==> src/design/sed_pkg.sv <==
// ----------------------------------------------------------------------------
// sed_pkg
// Shared types and constants for the speech endpoint detector.
// ----------------------------------------------------------------------------
package sed_pkg;

  localparam int unsigned IndexBitsDefault = 24;
  localparam int unsigned EnergyW          = 24;
  localparam int unsigned ZcrW             = 16;
  localparam int unsigned SilW             = 8;
  localparam int unsigned MinLenW          = 16;
  localparam int unsigned OutW             = 24;
  localparam int unsigned CfgIdxW          = 3;
  localparam int unsigned CfgDataW         = 24;

  // Configuration register indexes
  typedef enum logic [CfgIdxW-1:0] {
    CFG_ENERGY_HIGH      = 3'd0,
    CFG_ENERGY_LOW       = 3'd1,
    CFG_ZCR_LOW          = 3'd2,
    CFG_VOICE_ENERGY_FLR = 3'd3,
    CFG_VOICE_ZCR_FLR    = 3'd4,
    CFG_MIN_SILENCE      = 3'd5,
    CFG_MIN_VOICE_LEN    = 3'd6
  } cfg_idx_e;

  localparam logic [EnergyW-1:0] EnergyHighRst = 24'd655360;
  localparam logic [EnergyW-1:0] EnergyLowRst  = 24'd131072;
  localparam logic [ZcrW-1:0]    ZcrLowRst     = 16'd1280;
  localparam logic [SilW-1:0]    MinSilRst     = 8'd6;
  localparam logic [MinLenW-1:0] MinLenRst     = 16'd15;

  typedef enum logic [1:0] {
    PH_SILENCE    = 2'd0,
    PH_TRANSITION = 2'd1,
    PH_VOICE      = 2'd2,
    PH_ENDED      = 2'd3
  } phase_e;

  typedef struct packed {
    logic [EnergyW-1:0] energy_high;
    logic [EnergyW-1:0] energy_low;
    logic [ZcrW-1:0]    zcr_low;
    logic [EnergyW-1:0] voice_energy_floor;
    logic [ZcrW-1:0]    voice_zcr_floor;
    logic [SilW-1:0]    min_silence;
    logic [MinLenW-1:0] min_voice_length;
  } sed_cfg_t;

  typedef struct packed {
    logic [EnergyW-1:0] energy;
    logic [ZcrW-1:0]    zcr;
  } sed_in_t;

  typedef struct packed {
    logic [OutW-1:0] segment_begin;
    logic [OutW-1:0] segment_end;
    logic [OutW-1:0] segment_length;
  } sed_out_t;

endpackage

==> src/design/speech_endpoint_detector.sv <==
// ----------------------------------------------------------------------------
// speech_endpoint_detector
// Double-threshold energy / zero-crossing endpoint detector over frame features.
// ----------------------------------------------------------------------------
// Each input beat carries one frame's energy and zero-crossing rate; the block
// takes one frame per cycle and updates its phase machine (silence, transition,
// voice, segment-ended) and counters in that same cycle. On the frame after a
// segment closes, one result beat (begin, end, length) is loaded into the
// output register and appears in the cycle after that frame is taken. Input is
// held off only when a result is still waiting and the current frame would
// produce another. Frame indexes are INDEX_BITS wide and wrap; outputs carry
// their low 24 bits. Configuration is to be written by the user through the cfg
// channel while no frame is in flight; the block itself does not enforce this.
module speech_endpoint_detector #(
  parameter int unsigned INDEX_BITS = sed_pkg::IndexBitsDefault
) (
  input  logic                         clk_i,
  input  logic                         rst_ni,
  input  logic                         cfg_valid_i,
  output logic                         cfg_ready_o,
  input  logic [sed_pkg::CfgIdxW-1:0]  cfg_index_i,
  input  logic [sed_pkg::CfgDataW-1:0] cfg_data_i,
  input  logic                         in_valid_i,
  output logic                         in_ready_o,
  input  sed_pkg::sed_in_t             in_data_i,
  output logic                         out_valid_o,
  input  logic                         out_ready_i,
  output sed_pkg::sed_out_t            out_data_o
);
  import sed_pkg::*;

  localparam int unsigned WideW = (INDEX_BITS > OutW) ? INDEX_BITS : OutW;
  localparam logic [INDEX_BITS-1:0] IdxMax = {INDEX_BITS{1'b1}};

  sed_cfg_t cfg;

  sed_cfg_regs u_cfg (
    .clk_i       (clk_i),
    .rst_ni      (rst_ni),
    .cfg_valid_i (cfg_valid_i),
    .cfg_ready_o (cfg_ready_o),
    .cfg_index_i (cfg_index_i),
    .cfg_data_i  (cfg_data_i),
    .cfg_o       (cfg)
  );

  phase_e                phase_q, phase_d;
  logic [INDEX_BITS-1:0] frame_cnt_q, frame_cnt_d;
  logic [INDEX_BITS-1:0] seg_start_q, seg_start_d;
  logic [INDEX_BITS-1:0] seg_stop_q, seg_stop_d;
  logic [INDEX_BITS-1:0] run_len_q, run_len_d;
  logic [SilW-1:0]       quiet_q, quiet_d;
  logic                  out_valid_q;
  sed_out_t              out_data_q;

  logic                  in_fire;
  logic                  emit;
  logic                  loud;
  logic                  trans;
  logic                  voiced;
  logic [SilW-1:0]       quiet_inc;
  logic [INDEX_BITS-1:0] run_inc;
  logic [WideW-1:0]      run_wide;
  logic [WideW-1:0]      start_wide;
  logic [WideW-1:0]      stop_wide;
  logic [WideW-1:0]      min_len_wide;

  // stall only if a waiting result would be overwritten
  assign in_ready_o = !(phase_q == PH_ENDED && out_valid_q && !out_ready_i);
  assign in_fire    = in_valid_i && in_ready_o;
  assign emit       = in_fire && (phase_q == PH_ENDED);

  assign loud   = in_data_i.energy > cfg.energy_high;
  assign trans  = (in_data_i.energy > cfg.energy_low) ||
                  (in_data_i.zcr > cfg.zcr_low);
  assign voiced = (in_data_i.energy > cfg.voice_energy_floor) ||
                  (in_data_i.zcr > cfg.voice_zcr_floor);

  assign run_inc      = (run_len_q != IdxMax) ? run_len_q + 1'b1 : run_len_q;
  assign quiet_inc    = (quiet_q != {SilW{1'b1}}) ? quiet_q + 1'b1 : quiet_q;
  assign run_wide     = WideW'(run_len_q);
  assign min_len_wide = WideW'(cfg.min_voice_length);

  // next phase
  always_comb begin
    phase_d = phase_q;
    if (in_fire) begin
      case (phase_q)
        PH_SILENCE, PH_TRANSITION: begin
          if (loud)       phase_d = PH_VOICE;
          else if (trans) phase_d = PH_TRANSITION;
          else            phase_d = PH_SILENCE;
        end
        PH_VOICE: begin
          if (!voiced && !(quiet_inc < cfg.min_silence)) begin
            phase_d = (run_wide < min_len_wide) ? PH_SILENCE : PH_ENDED;
          end
        end
        default: phase_d = PH_SILENCE;
      endcase
    end
  end

  // counters and segment marks
  always_comb begin
    frame_cnt_d = frame_cnt_q;
    seg_start_d = seg_start_q;
    seg_stop_d  = seg_stop_q;
    run_len_d   = run_len_q;
    quiet_d     = quiet_q;
    if (in_fire) begin
      frame_cnt_d = frame_cnt_q + 1'b1;
      case (phase_q)
        PH_SILENCE, PH_TRANSITION: begin
          if (loud) begin
            // saturate the begin index at zero
            seg_start_d = (frame_cnt_q > run_len_q) ? frame_cnt_q - run_len_q - 1'b1 : '0;
            run_len_d   = run_inc;
            quiet_d     = '0;
          end else if (trans) begin
            run_len_d = run_inc;
          end else begin
            run_len_d = '0;
          end
        end
        PH_VOICE: begin
          if (voiced) begin
            run_len_d = run_inc;
          end else begin
            quiet_d = quiet_inc;
            if (quiet_inc < cfg.min_silence) begin
              run_len_d = run_inc;
            end else if (run_wide < min_len_wide) begin
              quiet_d   = '0;
              run_len_d = '0;
            end else begin
              seg_stop_d = seg_start_q + run_len_q;
            end
          end
        end
        default: run_len_d = '0;
      endcase
    end
  end

  assign start_wide = WideW'(seg_start_q);
  assign stop_wide  = WideW'(seg_stop_q);

  always_ff @(posedge clk_i or negedge rst_ni) begin
    if (!rst_ni) begin
      phase_q     <= PH_SILENCE;
      frame_cnt_q <= '0;
      seg_start_q <= '0;
      seg_stop_q  <= '0;
      run_len_q   <= '0;
      quiet_q     <= '0;
      out_valid_q <= 1'b0;
    end else begin
      phase_q     <= phase_d;
      frame_cnt_q <= frame_cnt_d;
      seg_start_q <= seg_start_d;
      seg_stop_q  <= seg_stop_d;
      run_len_q   <= run_len_d;
      quiet_q     <= quiet_d;
      if (emit)             out_valid_q <= 1'b1;
      else if (out_ready_i) out_valid_q <= 1'b0;
    end
  end

  always_ff @(posedge clk_i) begin
    if (emit) begin
      out_data_q.segment_begin  <= start_wide[OutW-1:0];
      out_data_q.segment_end    <= stop_wide[OutW-1:0];
      out_data_q.segment_length <= run_wide[OutW-1:0];
    end
  end

  assign out_valid_o = out_valid_q;
  assign out_data_o  = out_data_q;

`ifndef SYNTHESIS
  a_ended_returns: assert property (@(posedge clk_i) disable iff (!rst_ni)
    (in_fire && phase_q == PH_ENDED) |=> (phase_q == PH_SILENCE && out_valid_o))
    else $error("ended frame did not emit and return to silence");

  a_silence_no_run: assert property (@(posedge clk_i) disable iff (!rst_ni)
    (phase_q == PH_SILENCE) |-> (run_len_q == '0))
    else $error("run length nonzero in silence");

  a_emit_from_ended: assert property (@(posedge clk_i) disable iff (!rst_ni)
    (!out_valid_o ##1 out_valid_o) |-> $past(phase_q == PH_ENDED && in_fire))
    else $error("result appeared without an ended frame");
`endif

endmodule

==> src/design/sed_cfg_regs.sv <==
// ----------------------------------------------------------------------------
// sed_cfg_regs
// Threshold and limit registers, written one beat at a time by index.
// ----------------------------------------------------------------------------
module sed_cfg_regs (
  input  logic                         clk_i,
  input  logic                         rst_ni,
  input  logic                         cfg_valid_i,
  output logic                         cfg_ready_o,
  input  logic [sed_pkg::CfgIdxW-1:0]  cfg_index_i,
  input  logic [sed_pkg::CfgDataW-1:0] cfg_data_i,
  output sed_pkg::sed_cfg_t            cfg_o
);
  import sed_pkg::*;

  sed_cfg_t cfg_q, cfg_d;

  assign cfg_ready_o = 1'b1;
  assign cfg_o       = cfg_q;

  always_comb begin
    cfg_d = cfg_q;
    if (cfg_valid_i) begin
      case (cfg_idx_e'(cfg_index_i))
        CFG_ENERGY_HIGH:      cfg_d.energy_high        = cfg_data_i[EnergyW-1:0];
        CFG_ENERGY_LOW:       cfg_d.energy_low         = cfg_data_i[EnergyW-1:0];
        CFG_ZCR_LOW:          cfg_d.zcr_low            = cfg_data_i[ZcrW-1:0];
        CFG_VOICE_ENERGY_FLR: cfg_d.voice_energy_floor = cfg_data_i[EnergyW-1:0];
        CFG_VOICE_ZCR_FLR:    cfg_d.voice_zcr_floor    = cfg_data_i[ZcrW-1:0];
        CFG_MIN_SILENCE:      cfg_d.min_silence        = cfg_data_i[SilW-1:0];
        CFG_MIN_VOICE_LEN:    cfg_d.min_voice_length   = cfg_data_i[MinLenW-1:0];
        default:              cfg_d = cfg_q; // drop writes beyond the map
      endcase
    end
  end

  always_ff @(posedge clk_i or negedge rst_ni) begin
    if (!rst_ni) begin
      cfg_q.energy_high        <= EnergyHighRst;
      cfg_q.energy_low         <= EnergyLowRst;
      cfg_q.zcr_low            <= ZcrLowRst;
      cfg_q.voice_energy_floor <= '0;
      cfg_q.voice_zcr_floor    <= '0;
      cfg_q.min_silence        <= MinSilRst;
      cfg_q.min_voice_length   <= MinLenRst;
    end else begin
      cfg_q <= cfg_d;
    end
  end

endmodule

==> config.mk <==
export PLATFORM = sky130hd
export DESIGN_NAME = speech_endpoint_detector
export DESIGN_NICKNAME = d
export VERILOG_FILES = /design/src/design/sed_pkg.sv /design/src/design/speech_endpoint_detector.sv /design/src/design/sed_cfg_regs.sv
export SDC_FILE = /design/constraint.sdc
export NUM_CORES = 1
export LEC_CHECK = 0
export BUFFER_PORTS_ARGS = -buffer_cell sky130_fd_sc_hd__buf_2
export CAP_MARGIN = 20
export CELL_PAD_IN_SITES_DETAIL_PLACEMENT = 1
export CELL_PAD_IN_SITES_GLOBAL_PLACEMENT = 1
export CORE_MARGIN = 5
export CORE_UTILIZATION = 30
export DETAILED_ROUTE_END_ITERATION = 12
export GPL_TIMING_DRIVEN = 1
export PLACE_DENSITY = 0.53
export SKIP_LAST_GASP = 1
export SLEW_MARGIN = 20
export SYNTH_ARGS = -nofsm -noshare
export SYNTH_HDL_FRONTEND = slang
export SYNTH_SLANG_ARGS = --single-unit
export TNS_END_PERCENT = 100
==> constraint.sdc <==
create_clock -name clk_i -period 5.45 [get_ports clk_i]
set_input_delay 0.545 -clock clk_i [delete_from_list [all_inputs] [get_ports clk_i]]
set_output_delay 0.545 -clock clk_i [all_outputs]
set_load 0.03 [all_outputs]
Yosys cells after proc, flatten, opt, wreduce, memory -nomap -nowiden
Index checks and enable logic that the tools add are counted.
{ "totals": {"out_inout_bits": 75, "ramBits": 0, "mem_bits_ro": 0, "latch_bits": 0, "inputBits": 72, "n_memories": 0, "regBits": 307} }
{ "classes": {"order_cmp": 8, "n_bitwise": 3, "n_div": 0, "n_reduce_logical": 28, "n_mul": 0, "addsub": 6, "eq_ne": 15, "n_mux": 21, "shifts": 0} }
{ "ops": {"columns": ["op", "n"], "rows": [
  ["$mux W24", 7],
  ["$gt A24 B24 Y1", 4],
  ["$add A24 B1 Y24 const B", 2],
  ["$pmux W24 S2", 1],
  ["$mux W8", 5],
  ["$gt A16 B16 Y1", 2],
  ["$add A24 B24 Y24", 1],
  ["$lt A24 B16 Y1", 1],
  ["$ne A24 B24 Y1 const B", 1],
  ["$sub A24 B1 Y24 const B", 1],
  ["$sub A24 B24 Y24", 1],
  ["$reduce_and A2 Y1", 9],
  ["$pmux W8 S2", 1],
  ["$eq A3 B3 Y1 const B", 3],
  ["$add A8 B1 Y8 const B", 1],
  ["$lt A8 B8 Y1", 1],
  ["$ne A8 B8 Y1 const B", 1],
  ["$eq A3 B2 Y1 const B", 2],
  ["$mux W2", 3],
  ["$ne A2 B2 Y1 const B", 3],
  ["$logic_and A1 B1 Y1", 5],
  ["$reduce_and A5 Y1", 1],
  ["$eq A2 B2 Y1 const B", 2],
  ["$logic_not A1 Y1", 4],
  ["13 further kinds", 19]
]} }

Logic depth before layout (Yosys ltp)
Gate-level depths: netlist of the first run.
{ "logic_depth": {"word_depth": 7, "ltp_mapped": 16, "mapped_depth_nobuf": 14} }

By module
Synthesis of the first run repeated with hierarchy kept, for this count alone.
{ "unflattened": {"hier_cells": 1600, "area_unflattened_um2": 17430.5} }
{ "by_module_without_submodules": {"columns": ["module", "n_inst", "cells_each", "area_per_inst_um2"], "rows": [
  ["speech_endpoint_detector", 1, 1319, 12550.8],
  ["sed_cfg_regs", 1, 281, 4879.7]
]} }

Least setup slack after synthesis of the first run
Ideal clock, no wire load.
{ "synth_timing": {"kind": "reg2reg", "from": "register out_valid_q, in the netlist out_valid_o", "to": "register out_data_q (netlist bit out_data_o[0]) (enable)", "setup_time_ns": 0.503, "path_stages_with_launch": 4, "arrival_time_ns": 4.120, "required_time_ns": 4.947, "synth_period_minus_slack_ns": 4.623, "path_slack_ns": 0.827, "path_cell_list": "dfrtp_1 > nand4b_1 > nand2_1 > nor2_1"} }
{ "synth_via": {"elab_chain_cells": 5} }
{ "synth_rtl": {"columns": ["item", "line", "rtl"], "rows": [
  ["start: declaration", "speech_endpoint_detector.sv:53", "logic out_valid_q;"],
  ["start signal: assignment", "speech_endpoint_detector.sv:157", "out_valid_q <= 1'b0;"],
  ["start signal: assignment", "speech_endpoint_detector.sv:165", "if (emit) out_valid_q <= 1'b1;"],
  ["start signal: assignment", "speech_endpoint_detector.sv:166", "else if (out_ready_i) out_valid_q <= 1'b0;"],
  ["$logic_and A1 B1 Y1 (2 in series)", "speech_endpoint_detector.sv:69", "assign in_ready_o = !(phase_q == PH_ENDED && out_valid_q && !out_ready_i);"],
  ["$logic_not A1 Y1", "speech_endpoint_detector.sv:69", null],
  ["net in_ready_o", "speech_endpoint_detector.sv:24", "output logic in_ready_o,"],
  ["$logic_and A1 B1 Y1", "speech_endpoint_detector.sv:70", "assign in_fire = in_valid_i && in_ready_o;"],
  ["$logic_and A1 B1 Y1", "speech_endpoint_detector.sv:71", "assign emit = in_fire && (phase_q == PH_ENDED);"],
  ["net emit", "speech_endpoint_detector.sv:57", "logic emit;"],
  ["end: declaration", "speech_endpoint_detector.sv:54", "sed_out_t out_data_q;"]
]} }
The timed path passes the listed nets, and every way through them passes these cells.
A chain may end at the register's enable or synchronous reset.

Worst setup path in the final report of the first run
{ "layout_timing": {"from": "register quiet_q[0]", "to": "register run_len_q[6]"} }
{ "layout_via": {"elab_chain_cells": 6, "word_cells_on_any_way": 9} }
{ "layout_rtl": {"columns": ["item", "line", "rtl"], "rows": [
  ["start: declaration", "speech_endpoint_detector.sv:52", "logic [SilW-1:0] quiet_q, quiet_d;"],
  ["start signal: assignment", "speech_endpoint_detector.sv:164", "quiet_q <= quiet_d;"],
  ["$add A8 B1 Y8 or $ne A8 B8 Y1 (tied branches)", "speech_endpoint_detector.sv:80", "assign quiet_inc = (quiet_q != {SilW{1'b1}}) ? quiet_q + 1'b1 : quiet_q;"],
  ["$mux W8 (*)", "speech_endpoint_detector.sv:80", null],
  ["$lt A8 B8 Y1 (*)", "speech_endpoint_detector.sv:131", "if (quiet_inc < cfg.min_silence) begin"],
  ["$mux W24", "speech_endpoint_detector.sv:131", null],
  ["$mux W24", "speech_endpoint_detector.sv:127", "if (voiced) begin"],
  ["$pmux W24 S2", "speech_endpoint_detector.sv:113", "case (phase_q)"],
  ["end signal: assignment", "speech_endpoint_detector.sv:163", "run_len_q <= run_len_d;"],
  ["end: declaration", "speech_endpoint_detector.sv:51", "logic [INDEX_BITS-1:0] run_len_q, run_len_d;"]
]} }
Mark *: on every way between the ends. The rest lies on a longest branch, timed or not.

==> run metrics, run 1 <==
run status=complete, but fails checks; failing checks=hold timing; worst-path fanout max=24; clk root buf=clkbuf_16; Peak VDD IR=196 uV; Mapped Cells=1,665; setup_tns=0 ns; Routed WL=47,900 um; Cell variety after synth=88; H-Tree Depth=2; sequential area share after synthesis=0.467; worst setup margin=1.45 ns; routed len/inst=18.3 um; setup clock skew after layout=0.0190 ns; register share of total power=0.381; TritonRoute pass-1 iters=4; endpoints failing setup=0; worst-margin pin slew=1.09 ns; Pins Over Slew Limit=0; Initial DRC Count=389; Tmin final=4.00 ns; #FFs+latches synth=307; overall global routing resource usage=0.153; Synth-to-Final Area Change=16.7%; gpl congestion=0.795; die width=250 um; Synth Flop Type=dfrtp_1; Clock Latency Late Sink=0.55 ns; clk sinks=307; Ports=147; number of synthesized flops with an enable pin=72; Rows=88; dpl hpwl=36,700 um; vias in the first global route=13,946; WP data required=5.88 ns; syn_nets=1,916; Port Buffers=145; cts bufs inserted=38; Die Span Y=250 um; Post-Place Setup Slack=1.25 ns; Post-CTS Setup Bufs=0; Final Cycle Share=0.734; sw frac=0.350; ys async rst share=0.765; fin nets=2,072; HP Class=in2async; Mapped Avg Cell Area=10.4 sq um; PD cells=415 mW/mm^2; logic gate share of total power=0.316; Clk network pwr share=0.303; critical path launch point type=flip-flop; first-pass GRT wire length=77,400 um; RSZ-0062 raised after global routing=false; FILL cells=6,448; cts hold-fix bufs=0; DR vias=12,849; number of diodes=0; initial antenna violation count=0; Crit Path Class=reg2reg; # resized after CTS=0; # Max-Cap Violations=0; post-layout instance area=0.0201 sq mm; Worst EP arrival=4.44 ns; Slew Limit Headroom=0.271; Detail Route Antenna Nets=0; clk slew on worst S/H paths=0.06 ns; Initial Utilization=0.301; remaining global-route overflow=0; LEAKAGE=9.24 nW; Fmax=0.250 GHz; Vias/cell=4.92; Hold Violations, Final=1; Max clock buf depth=3; CTS tree=done; Worst Setup End Kind=flip-flop; net switching power=0.00293 W; Synth Cell Area=0.0173 sq mm; Remaining DRCs=0; worst-case hold slack=-0.00167 ns; Die ar.=0.0624 sq mm; share of cells above drive strength 1=0.182; placed cell area=0.0189 sq mm; Internal Power=0.00544 W; Placeable Area=0.0574 sq mm; largest net degree at the start of global routing=102; YS warnings=0
-- logic make-up after synthesis --
group / share of synthesized area
xor+xnor: 0.0335
other cells: 0.000217
compound gates: 0.148
mux: 0.0510
flops: 0.467
buf+inv: 0.0479
simple gates: 0.122
fa+ha+maj: 0.131
-- synth_stat cells, types with 4 or more instances --
cell type	instances	area [sq um]
mux2_2	75	845
and2_1	7	43.8
clkbuf_1	25	93.8
a31oi_1	9	56.3
a21o_1	42	315
and4_1	5	43.8
a21oi_1	98	490
and3_1	11	68.8
buf_2	10	50.1
nand3_1	36	180
buf_4	6	45.0
a22oi_1	5	37.5
nand4b_1	4	35.0
o21ai_0	119	596
nor2b_1	13	81.3
edfxtp_1	72	2160
nor3_1	15	75.1
o41ai_1	4	35.0
o21a_1	10	75.1
nor3b_1	4	30.0
nand2_1	189	709
o211ai_1	14	105
nand2b_1	21	131
dfrtp_1	224	5610
nand4_1	39	244
ha_1	177	2210
nor2_1	45	169
xor2_1	22	193
o21ai_1	5	25.0
inv_1	169	634
a211oi_1	7	52.6
xnor2_1	44	385
a22o_1	7	61.3
o22ai_1	16	100
or3_1	8	50.1
o31ai_1	24	180
o21bai_1	4	30.0
dfstp_2	11	289
-- worst max-delay path, cell delays in order, from the launching register on --
cell      delay (ns)
dfrtp_1         0.44
ha_1            0.25
and3_1          0.21
nand2_1         0.19
mux2_2          0.38
ha_1            0.20
nand3b_1        0.15
a21oi_1         0.12
a311oi_1        0.06
a21oi_1         0.21
o21ai_2         0.12
a31oi_1         0.15
a21o_1          0.72
nand2b_1        0.11
buf_4           0.26
o41ai_1         0.32
-- power by group through the flow --
stage                     registers, W  clock network [W]  logic [W]
after floorplan                0.00317                  0    0.00190
after global placement         0.00322                  0    0.00260
after detailed placement       0.00324                  0    0.00267
after CTS                      0.00320            0.00264    0.00269
after global routing           0.00325            0.00272    0.00300
final                          0.00319            0.00253    0.00264
-- placed cells by master (no fill, tap or decap), types with 24 or more instances in the layout --
master,n
nor2_1,44
mux2_2,75
o31ai_1,24
buf_2,144
nand2_1,189
a21o_1,42
ha_1,177
xnor2_1,44
inv_1,169
o21ai_0,119
nand3_1,36
dfrtp_1,224
edfxtp_1,72
clkbuf_16,39
nand4_1,39
a21oi_1,98
-- per-layer routing --
layer | vias up | share of wire | global-route usage
met5 | - | 0 | 0
met3 | 74 | 0.034 | 0.0243
met4 | 0 | 0.031 | 0.0488
li1 | 6251 | - | -
met2 | 188 | 0.49 | 0.269
met1 | 6336 | 0.45 | 0.192
-- state kept, by name (all words and copies together) (netlist names) --
| signal | cells |
|---|---|
| frame_cnt_q | 24 |
| seg_start_q | 24 |
| out_valid_o | 1 |
| u_cfg.cfg_o | 128 |
| quiet_q | 8 |
| run_len_q | 24 |
| seg_stop_q | 24 |
| phase_q | 2 |
| out_data_o | 72 |
-- metrics by stage --
step | total power (W) | utilization | std cells
floorplan | 0.00506 | - | 1665
global placement | 0.00582 | 0.329 | 2546
detailed placement | 0.00591 | 0.329 | 2546
CTS | 0.00853 | 0.351 | 2614
global route | 0.00897 | 0.351 | 2614
finish | 0.00836 | 0.351 | 2614
-- layout make-up --
cell class                 instances  area (sq um)  area share
clock buffer                      49          1040      0.0518
clock inverter                    19           201      0.0100
inverter                         169           634      0.0315
multi-input combinational       1147          8400       0.417
sequential                       307          8060       0.400
tap                              765           957      0.0475
timing repair buffer             158           846      0.0420
-- path summary, 6_finish.rpt --
check	cells after the start	startpoint	to	slack, ns
max in group asynchronous	2	rst_ni	quiet_q[3]	4.10
min reg2reg	0	seg_stop_q[15]	out_data_o[39]	0.44
max reg2reg	15	quiet_q[0]	run_len_q[6]	1.45
max	15	quiet_q[0]	run_len_q[6]	1.45
min	1	rst_ni	u_cfg.cfg_o[100]	-0.002
min in group clk_i	2	out_ready_i	out_valid_o	0.20
(Power assumes the default switching activity.)
==> inputs of run 2 (changes only) <==
Settings changed: ABC_AREA set to 1, PLACE_DENSITY 0.53 to 0.57.
Clock period 5.45 ns to 3.5 ns, I/O delays scaled along.
==> run metrics, run 2 <==
grt met2 use=0.300 (+0.0318); initial antenna violation count=0 (unchanged); die width=254 um (+1.8%); overall global routing resource usage=0.174 (+0.0210); Slew Limit Headroom=0.334 (+0.0632); routed len/inst=18.0 um (-2.0%); post-synth top area cell=dfrtp_1; vias in the first global route=15,774 (+13%); Synth-to-Final Area Change=16.5%; Initial Utilization=0.303 (+0.00236); #FFs+latches synth=307 (unchanged); first-pass GRT wire length=88,800 um (+15%); remaining global-route overflow=0 (unchanged); Simple-Gate Fraction of Synth Area=0.202 (+0.0804); fin nets=2,566 (+24%); Fmax=0.325 GHz (+30%); clk sinks=307 (unchanged); Worst EP arrival=3.57 ns (-0.87 ns); Die ar.=0.0647 sq mm (+3.7%); Die Span Y=254 um (+1.8%); Tmin final=3.07 ns (-0.929 ns); Crit path largest cell delay=0.45 ns (-0.27 ns); syn_nets=2,400 (+25%); Post-CTS Setup Bufs=0 (unchanged); area fraction of the dominant cell type after synthesis=0.313 (-0.0122); endpoints failing setup=0 (unchanged); sequential area share after synthesis=0.449 (-0.0175); run status=completed; Placeable Area=0.0591 sq mm (+3.1%); compound-cell area share of the yosys netlist=0.121 (-0.0270); Hold Violations, Final=0 (-1); Largest register FFs=128 (unchanged); Worst Setup End Kind=flip-flop; Most Crowded Layer GR=met2; worst-margin pin slew=0.996 ns (-0.0914 ns); setup clock skew after layout=0.0219 ns (+0.00296 ns); Synth Cell Area=0.0179 sq mm (+3.9%); YS warnings=0 (unchanged); gpl congestion=0.867 (+9.1%); Rows=89 (+1.1%); RSZ-0062 raised after global routing=false; dpl hpwl=43,500 um (+19%); commonest cells after routing, fill and taps aside=nand2_1 (581), inv_1 (265), dfrtp_1 (224), o21ai_0 (222), ha_1 (177); Peak VDD IR=359 uV (+83%); Max clock buf depth=3 (unchanged); Clock Latency Late Sink=0.57 ns (+0.02 ns); Synth Flop Type=dfrtp_1; slowest CP cell=nand2_2; list of most frequent post-synthesis cells=nand2_1 (581), inv_1 (266), dfrtp_1 (224); critical path launch point type=flip-flop; post-layout instance area=0.0209 sq mm (+3.6%); placed cell area=0.0196 sq mm (+3.9%); main combinational cell family by area after synthesis=simple AND/OR/NAND/NOR gates; Initial DRC Count=595 (+53%); Port Buffers=145 (unchanged); worst-path fanout max=23 (-4.2%); multiplexer share of the synthesized area=0.000628 (-0.0503); Detail Route Antenna Nets=0 (unchanged); Pins Over Slew Limit=0 (unchanged); adder-cell share of the synthesized area=0.126 (-0.00489); cts bufs inserted=38 (unchanged); Routed WL=56,000 um (+17%); Mapped Cells=2,149 (+29%); Crit Path Class=reg2reg; met1 GRT Util=0.224 (+0.0325); GR Util met3=0.0301 (+0.00580); # Max-Cap Violations=0 (unchanged); Final Cycle Share=0.878 (+0.144); clk root buf=clkbuf_16; CP Cell Sequence=ha_1, nand2_2, nor3_1, nor2_1, a21oi_1, ha_1, nand2_1, nor2_1, a211oi_1, nand2_2, nand2_1, nand2_2, nand2_2, nand2_1, nand2_1; PD cells=616 mW/mm^2 (+48%); top post-synthesis cells by area=dfrtp_1 (31%), ha_1 (12%), nand2_1 (12%), edfxtp_1 (12%), o21ai_0 (6.2%); commonest non-fill, non-tap cell in the layout=nand2_1; TritonRoute pass-1 iters=5 (+1); WP data required=3.99 ns (-1.89 ns); HP Class=in2reg; share of cells above drive strength 1=0.120 (-0.0620); setup_tns=0 ns (unchanged); largest net degree at the start of global routing=92 (-9.8%); most frequent cell after synthesis=nand2_1; Mapped Avg Cell Area=8.34 sq um (-20%); Placed Instances=3,047 (+20%); number of diodes=0 (unchanged); number of synthesized flops with an enable pin=72 (unchanged); H-Tree Depth=2 (unchanged); Cell variety after synth=50 (-43%); Vias/cell=4.77 (-2.9%); XOR/XNOR Fraction of Synth Area=0.0298 (-0.00370); CTS tree=done; Layout Cells excl Fill=3,118 (+19%); DR vias=14,881 (+16%); LEAKAGE=10.2 nW (+10%); clk slew on worst S/H paths=0.06 ns (about the same); Ports=147 (unchanged); Remaining DRCs=0 (unchanged); ys async rst share=0.765 (unchanged)
==> run 2: cell count changes in the layout (fill, tap and decap cells not counted), moves of 16 or more <==
cell / previous run / this run
mux2_2: 75 / 1
o31ai_1: 24 / 3
inv_1: 169 / 265
nor2_1: 44 / 155
o22ai_1: 16 / 0
a21oi_1: 98 / 128
a21o_1: 42 / 5
o21ai_0: 119 / 222
xnor2_1: 44 / 26
nand2b_1: 21 / 0
nand3_1: 36 / 59
nand2_1: 189 / 581
==> run 2: routing by layer <==
metal / vias to the layer above / part of all wire
li1: 7407 / -
met1: 7162 / 0.45
met3: 77 / 0.038
met5: - / 0
met4: 0 / 0.025
met2: 235 / 0.49
==> run 2: through the flow <==
stage	utilization	hold slack (ns)	setup WS [ns]	total power [W]
after global placement	0.332	0.430	0.567	0.00894
final	0.353	0.0555	0.427	0.0129
after detailed placement	0.332	0.438	0.382	0.00906
after global routing	0.353	0.0551	0.132	0.0138
after CTS	0.353	0.0204	0.361	0.0131
after floorplan	-	0.0544	0.621	0.00756
==> run 2: layout make-up <==
| type | instances | area [sq um] |
|---|---|---|
| Multi-Input combinational cell | 1526 | 8600 |
| Sequential cell | 307 | 8060 |
| Tap cell | 773 | 967 |
| Clock inverter | 17 | 166 |
| Timing Repair Buffer | 173 | 998 |
| Inverter | 269 | 1010 |
| Clock buffer | 53 | 1080 |
| Fill cell | 7096 | 38300 |
==> run 2: path summary, 6_finish.rpt <==
| kind | from | end | slack [ns] | cells past startpoint |
|---|---|---|---|---|
| worst max-delay path | quiet_q[0] | run_len_q[17] | 0.43 | 15 |
| worst min-delay path | cfg_data_i[19] | u_cfg.cfg_o[123] | 0.06 | 3 |
| worst max register to register | quiet_q[0] | run_len_q[17] | 0.43 | 15 |
| worst min register to register | seg_stop_q[18] | out_data_o[42] | 0.45 | 0 |
| max in group asynchronous | rst_ni | seg_stop_q[11] | 2.19 | 3 |
| min in group asynchronous | rst_ni | u_cfg.cfg_o[119] | 0.39 | 2 |
==> run 2: repair_timing <==
item                                   CTS  global route
endpoints found under the hold margin   80             0
hold buffers                             1             0
resized for setup                        0             0
==> run 2: power by group <==
group	leakage [nW]	total (W)	internal (W)	switching, W
combinational	5.86	0.00400	0.00137	0.00263
sequential	3.73	0.00491	0.00438	0.000524
clock	0.605	0.00395	0.00232	0.00164
==> run 2: cell families (layout without fill, tap and decap cells) <==
kind of cell,count (synthesis),count (layout)
AO/OA/AOI/OAI,405,405
XOR/XNOR,61,61
adder cells (fa/ha/maj),179,179
buffers and inverters,316,512
flip-flops,307,307
multiplexers,1,1
other,1,1
AND/OR/NAND/NOR,879,879
==> run 2: critical path: cells and delay by family (launching register included) <==
kind            cells  cell delay (ns)
flops               1             0.40
simple gates       11             1.58
fa+ha+maj           2             0.50
compound gates      2             0.50
==> inputs of run 3 (changes only) <==
Settings changed: CTS_BUF_LIST set to sky130_fd_sc_hd__clkbuf_8 sky130_fd_sc_hd__clkbuf_16.
==> run metrics, run 3 (synthesized netlist as in run 2, its figures left out) <==
gpl congestion=0.867 (unchanged); Detail Route Antenna Nets=0 (unchanged); setup_tns=0 ns (unchanged); R2R depth=15 (unchanged); dpl hpwl=43,500 um (unchanged); FILL cells=7,096 (unchanged); Routed WL=56,000 um (about the same); Post-CTS Setup Bufs=0 (unchanged); Reg area=0.00806 sq mm (unchanged); met1 GRT Util=0.224 (unchanged); CP Cell Sequence=ha_1, nand2_2, nor3_1, nor2_1, a21oi_1, ha_1, nand2_1, nor2_1, a211oi_1, nand2_2, nand2_1, nand2_2, nand2_2, nand2_1, nand2_1; Ports=147 (unchanged); Die ar.=0.0647 sq mm (unchanged); Peak VDD IR=358 uV (-0.12%); worst-path fanout max=23 (unchanged); Final Cycle Share=0.878 (about the same); endpoints failing setup=0 (unchanged); Worst Hold Depth=3 (unchanged); Slew Limit Headroom=0.333 (-0.000934); clk root buf=clkbuf_16; worst setup margin=0.427 ns (-0.000661 ns); Multi-input gate area=0.00860 sq mm (unchanged); grt met2 use=0.300 (unchanged); clk sinks=307 (unchanged); share of cells above drive strength 1=0.120 (unchanged); vias in the first global route=15,774 (unchanged); clk slew on worst S/H paths=0.06 ns (about the same); Remaining DRCs=0 (unchanged); Max clock buf depth=3 (unchanged); routed len/inst=18.0 um (about the same); worst-margin pin slew=0.997 ns (+0.00140 ns); cts hold-fix bufs=1 (unchanged); setup clock skew after layout=0.0216 ns (-0.000301 ns); first-pass GRT wire length=88,800 um (unchanged); TritonRoute pass-1 iters=5 (unchanged); Port Buffers=145 (unchanged); GR Util met3=0.0301 (unchanged); critical path launch point type=flip-flop; commonest cells after routing, fill and taps aside=nand2_1 (581), inv_1 (274), dfrtp_1 (224), o21ai_0 (222), ha_1 (177); Crit path largest cell delay=0.45 ns (about the same); HP Class=in2reg; slowest CP cell=nand2_2; cts bufs inserted=38 (unchanged); Fmax=0.325 GHz (about the same); largest net degree at the start of global routing=92 (unchanged); remaining global-route overflow=0 (unchanged); die width=254 um (unchanged); number of diodes=0 (unchanged); Initial DRC Count=598 (+0.50%); LEAKAGE=10.2 nW (+0.37%); CTS tree=done; RSZ-0062 raised after global routing=false; initial antenna violation count=0 (unchanged); # resized after CTS=0 (unchanged); Die Span Y=254 um (unchanged); final core occ=0.353 (unchanged); Tmin final=3.07 ns (+0.000661 ns); overall global routing resource usage=0.174 (unchanged); run status=completed; Initial Utilization=0.303 (unchanged); Vias/cell=4.77 (-0.10%); Most Crowded Layer GR=met2; Clock Latency Late Sink=0.57 ns (about the same); Rows=89 (unchanged); # Max-Cap Violations=0 (unchanged); DR vias=14,866 (-0.10%); Largest register FFs=128 (unchanged); Worst EP arrival=3.57 ns (about the same); PD cells=614 mW/mm^2 (-0.21%); WP data required=4.00 ns (about the same); Placed Instances=3,047 (unchanged); fin nets=2,566 (unchanged); Hold Violations, Final=0 (unchanged); Placeable Area=0.0591 sq mm (unchanged); Worst Setup End Kind=flip-flop; Post-Place Setup Slack=0.382 ns (unchanged); Crit Path Class=reg2reg; Layout Cells excl Fill=3,118 (unchanged); H-Tree Depth=2 (unchanged); commonest non-fill, non-tap cell in the layout=nand2_1; Synth-to-Final Area Change=16.5% (unchanged); Pins Over Slew Limit=0 (unchanged); total power=0.0128 W (-0.21%)
run 3: cell count changes in the layout (fill, tap and decap cells not counted), sizes merged:
cell / before / now
clkbuf: 53 / 44
inv: 270 / 279
run 3: worst paths after layout:
path	startpoint	to	slack (ns)
min in group asynchronous	rst_ni	u_cfg.cfg_o[119]	0.40
max in group asynchronous	rst_ni	seg_stop_q[20]	2.18
hold reg to reg	seg_stop_q[17]	out_data_o[41]	0.45
hold / removal	cfg_data_i[19]	u_cfg.cfg_o[123]	0.06
setup / recovery	quiet_q[0]	run_len_q[17]	0.43
setup reg to reg	quiet_q[0]	run_len_q[17]	0.43
run 3: worst max-delay path, delay by kind of cell, from the launching register on:
| family | cells | cell delay (ns) |
|---|---|---|
| and+or+nand+nor | 11 | 1.58 |
| adders and majority gates | 2 | 0.50 |
| AOI/OAI and AO/OA | 2 | 0.50 |
| DFF | 1 | 0.40 |
run 3: power breakdown:
part | leakage, nW | switching, W | internal (W)
sequential | 3.73 | 0.000524 | 0.00438
clock | 0.642 | 0.00164 | 0.00229
combinational | 5.86 | 0.00263 | 0.00137
total | 10.2 | 0.00479 | 0.00804
run 3: metal layers:
layer	up-vias	part of all wire
li1	7407	-
met1	7150	0.45
met2	232	0.48
met3	77	0.038
met4	0	0.026
met5	-	0
run 3: stage by stage:
step | instance area, sq um | hold slack (ns)
after floorplan | 17900 | 0.0544
after global placement | 19600 | 0.430
after detailed placement | 19600 | 0.438
after CTS | 20900 | 0.0204
after global routing | 20900 | 0.0551
final | 20900 | 0.0554
run 3: layout make-up:
class / count / share of cell area
clock buffers: 44 / 0.0500
clock inverters: 26 / 0.00959
inverters: 269 / 0.0485
multi-input cells: 1526 / 0.412
flip-flops and latches: 307 / 0.386
well taps: 773 / 0.0463
repair buffers: 173 / 0.0478
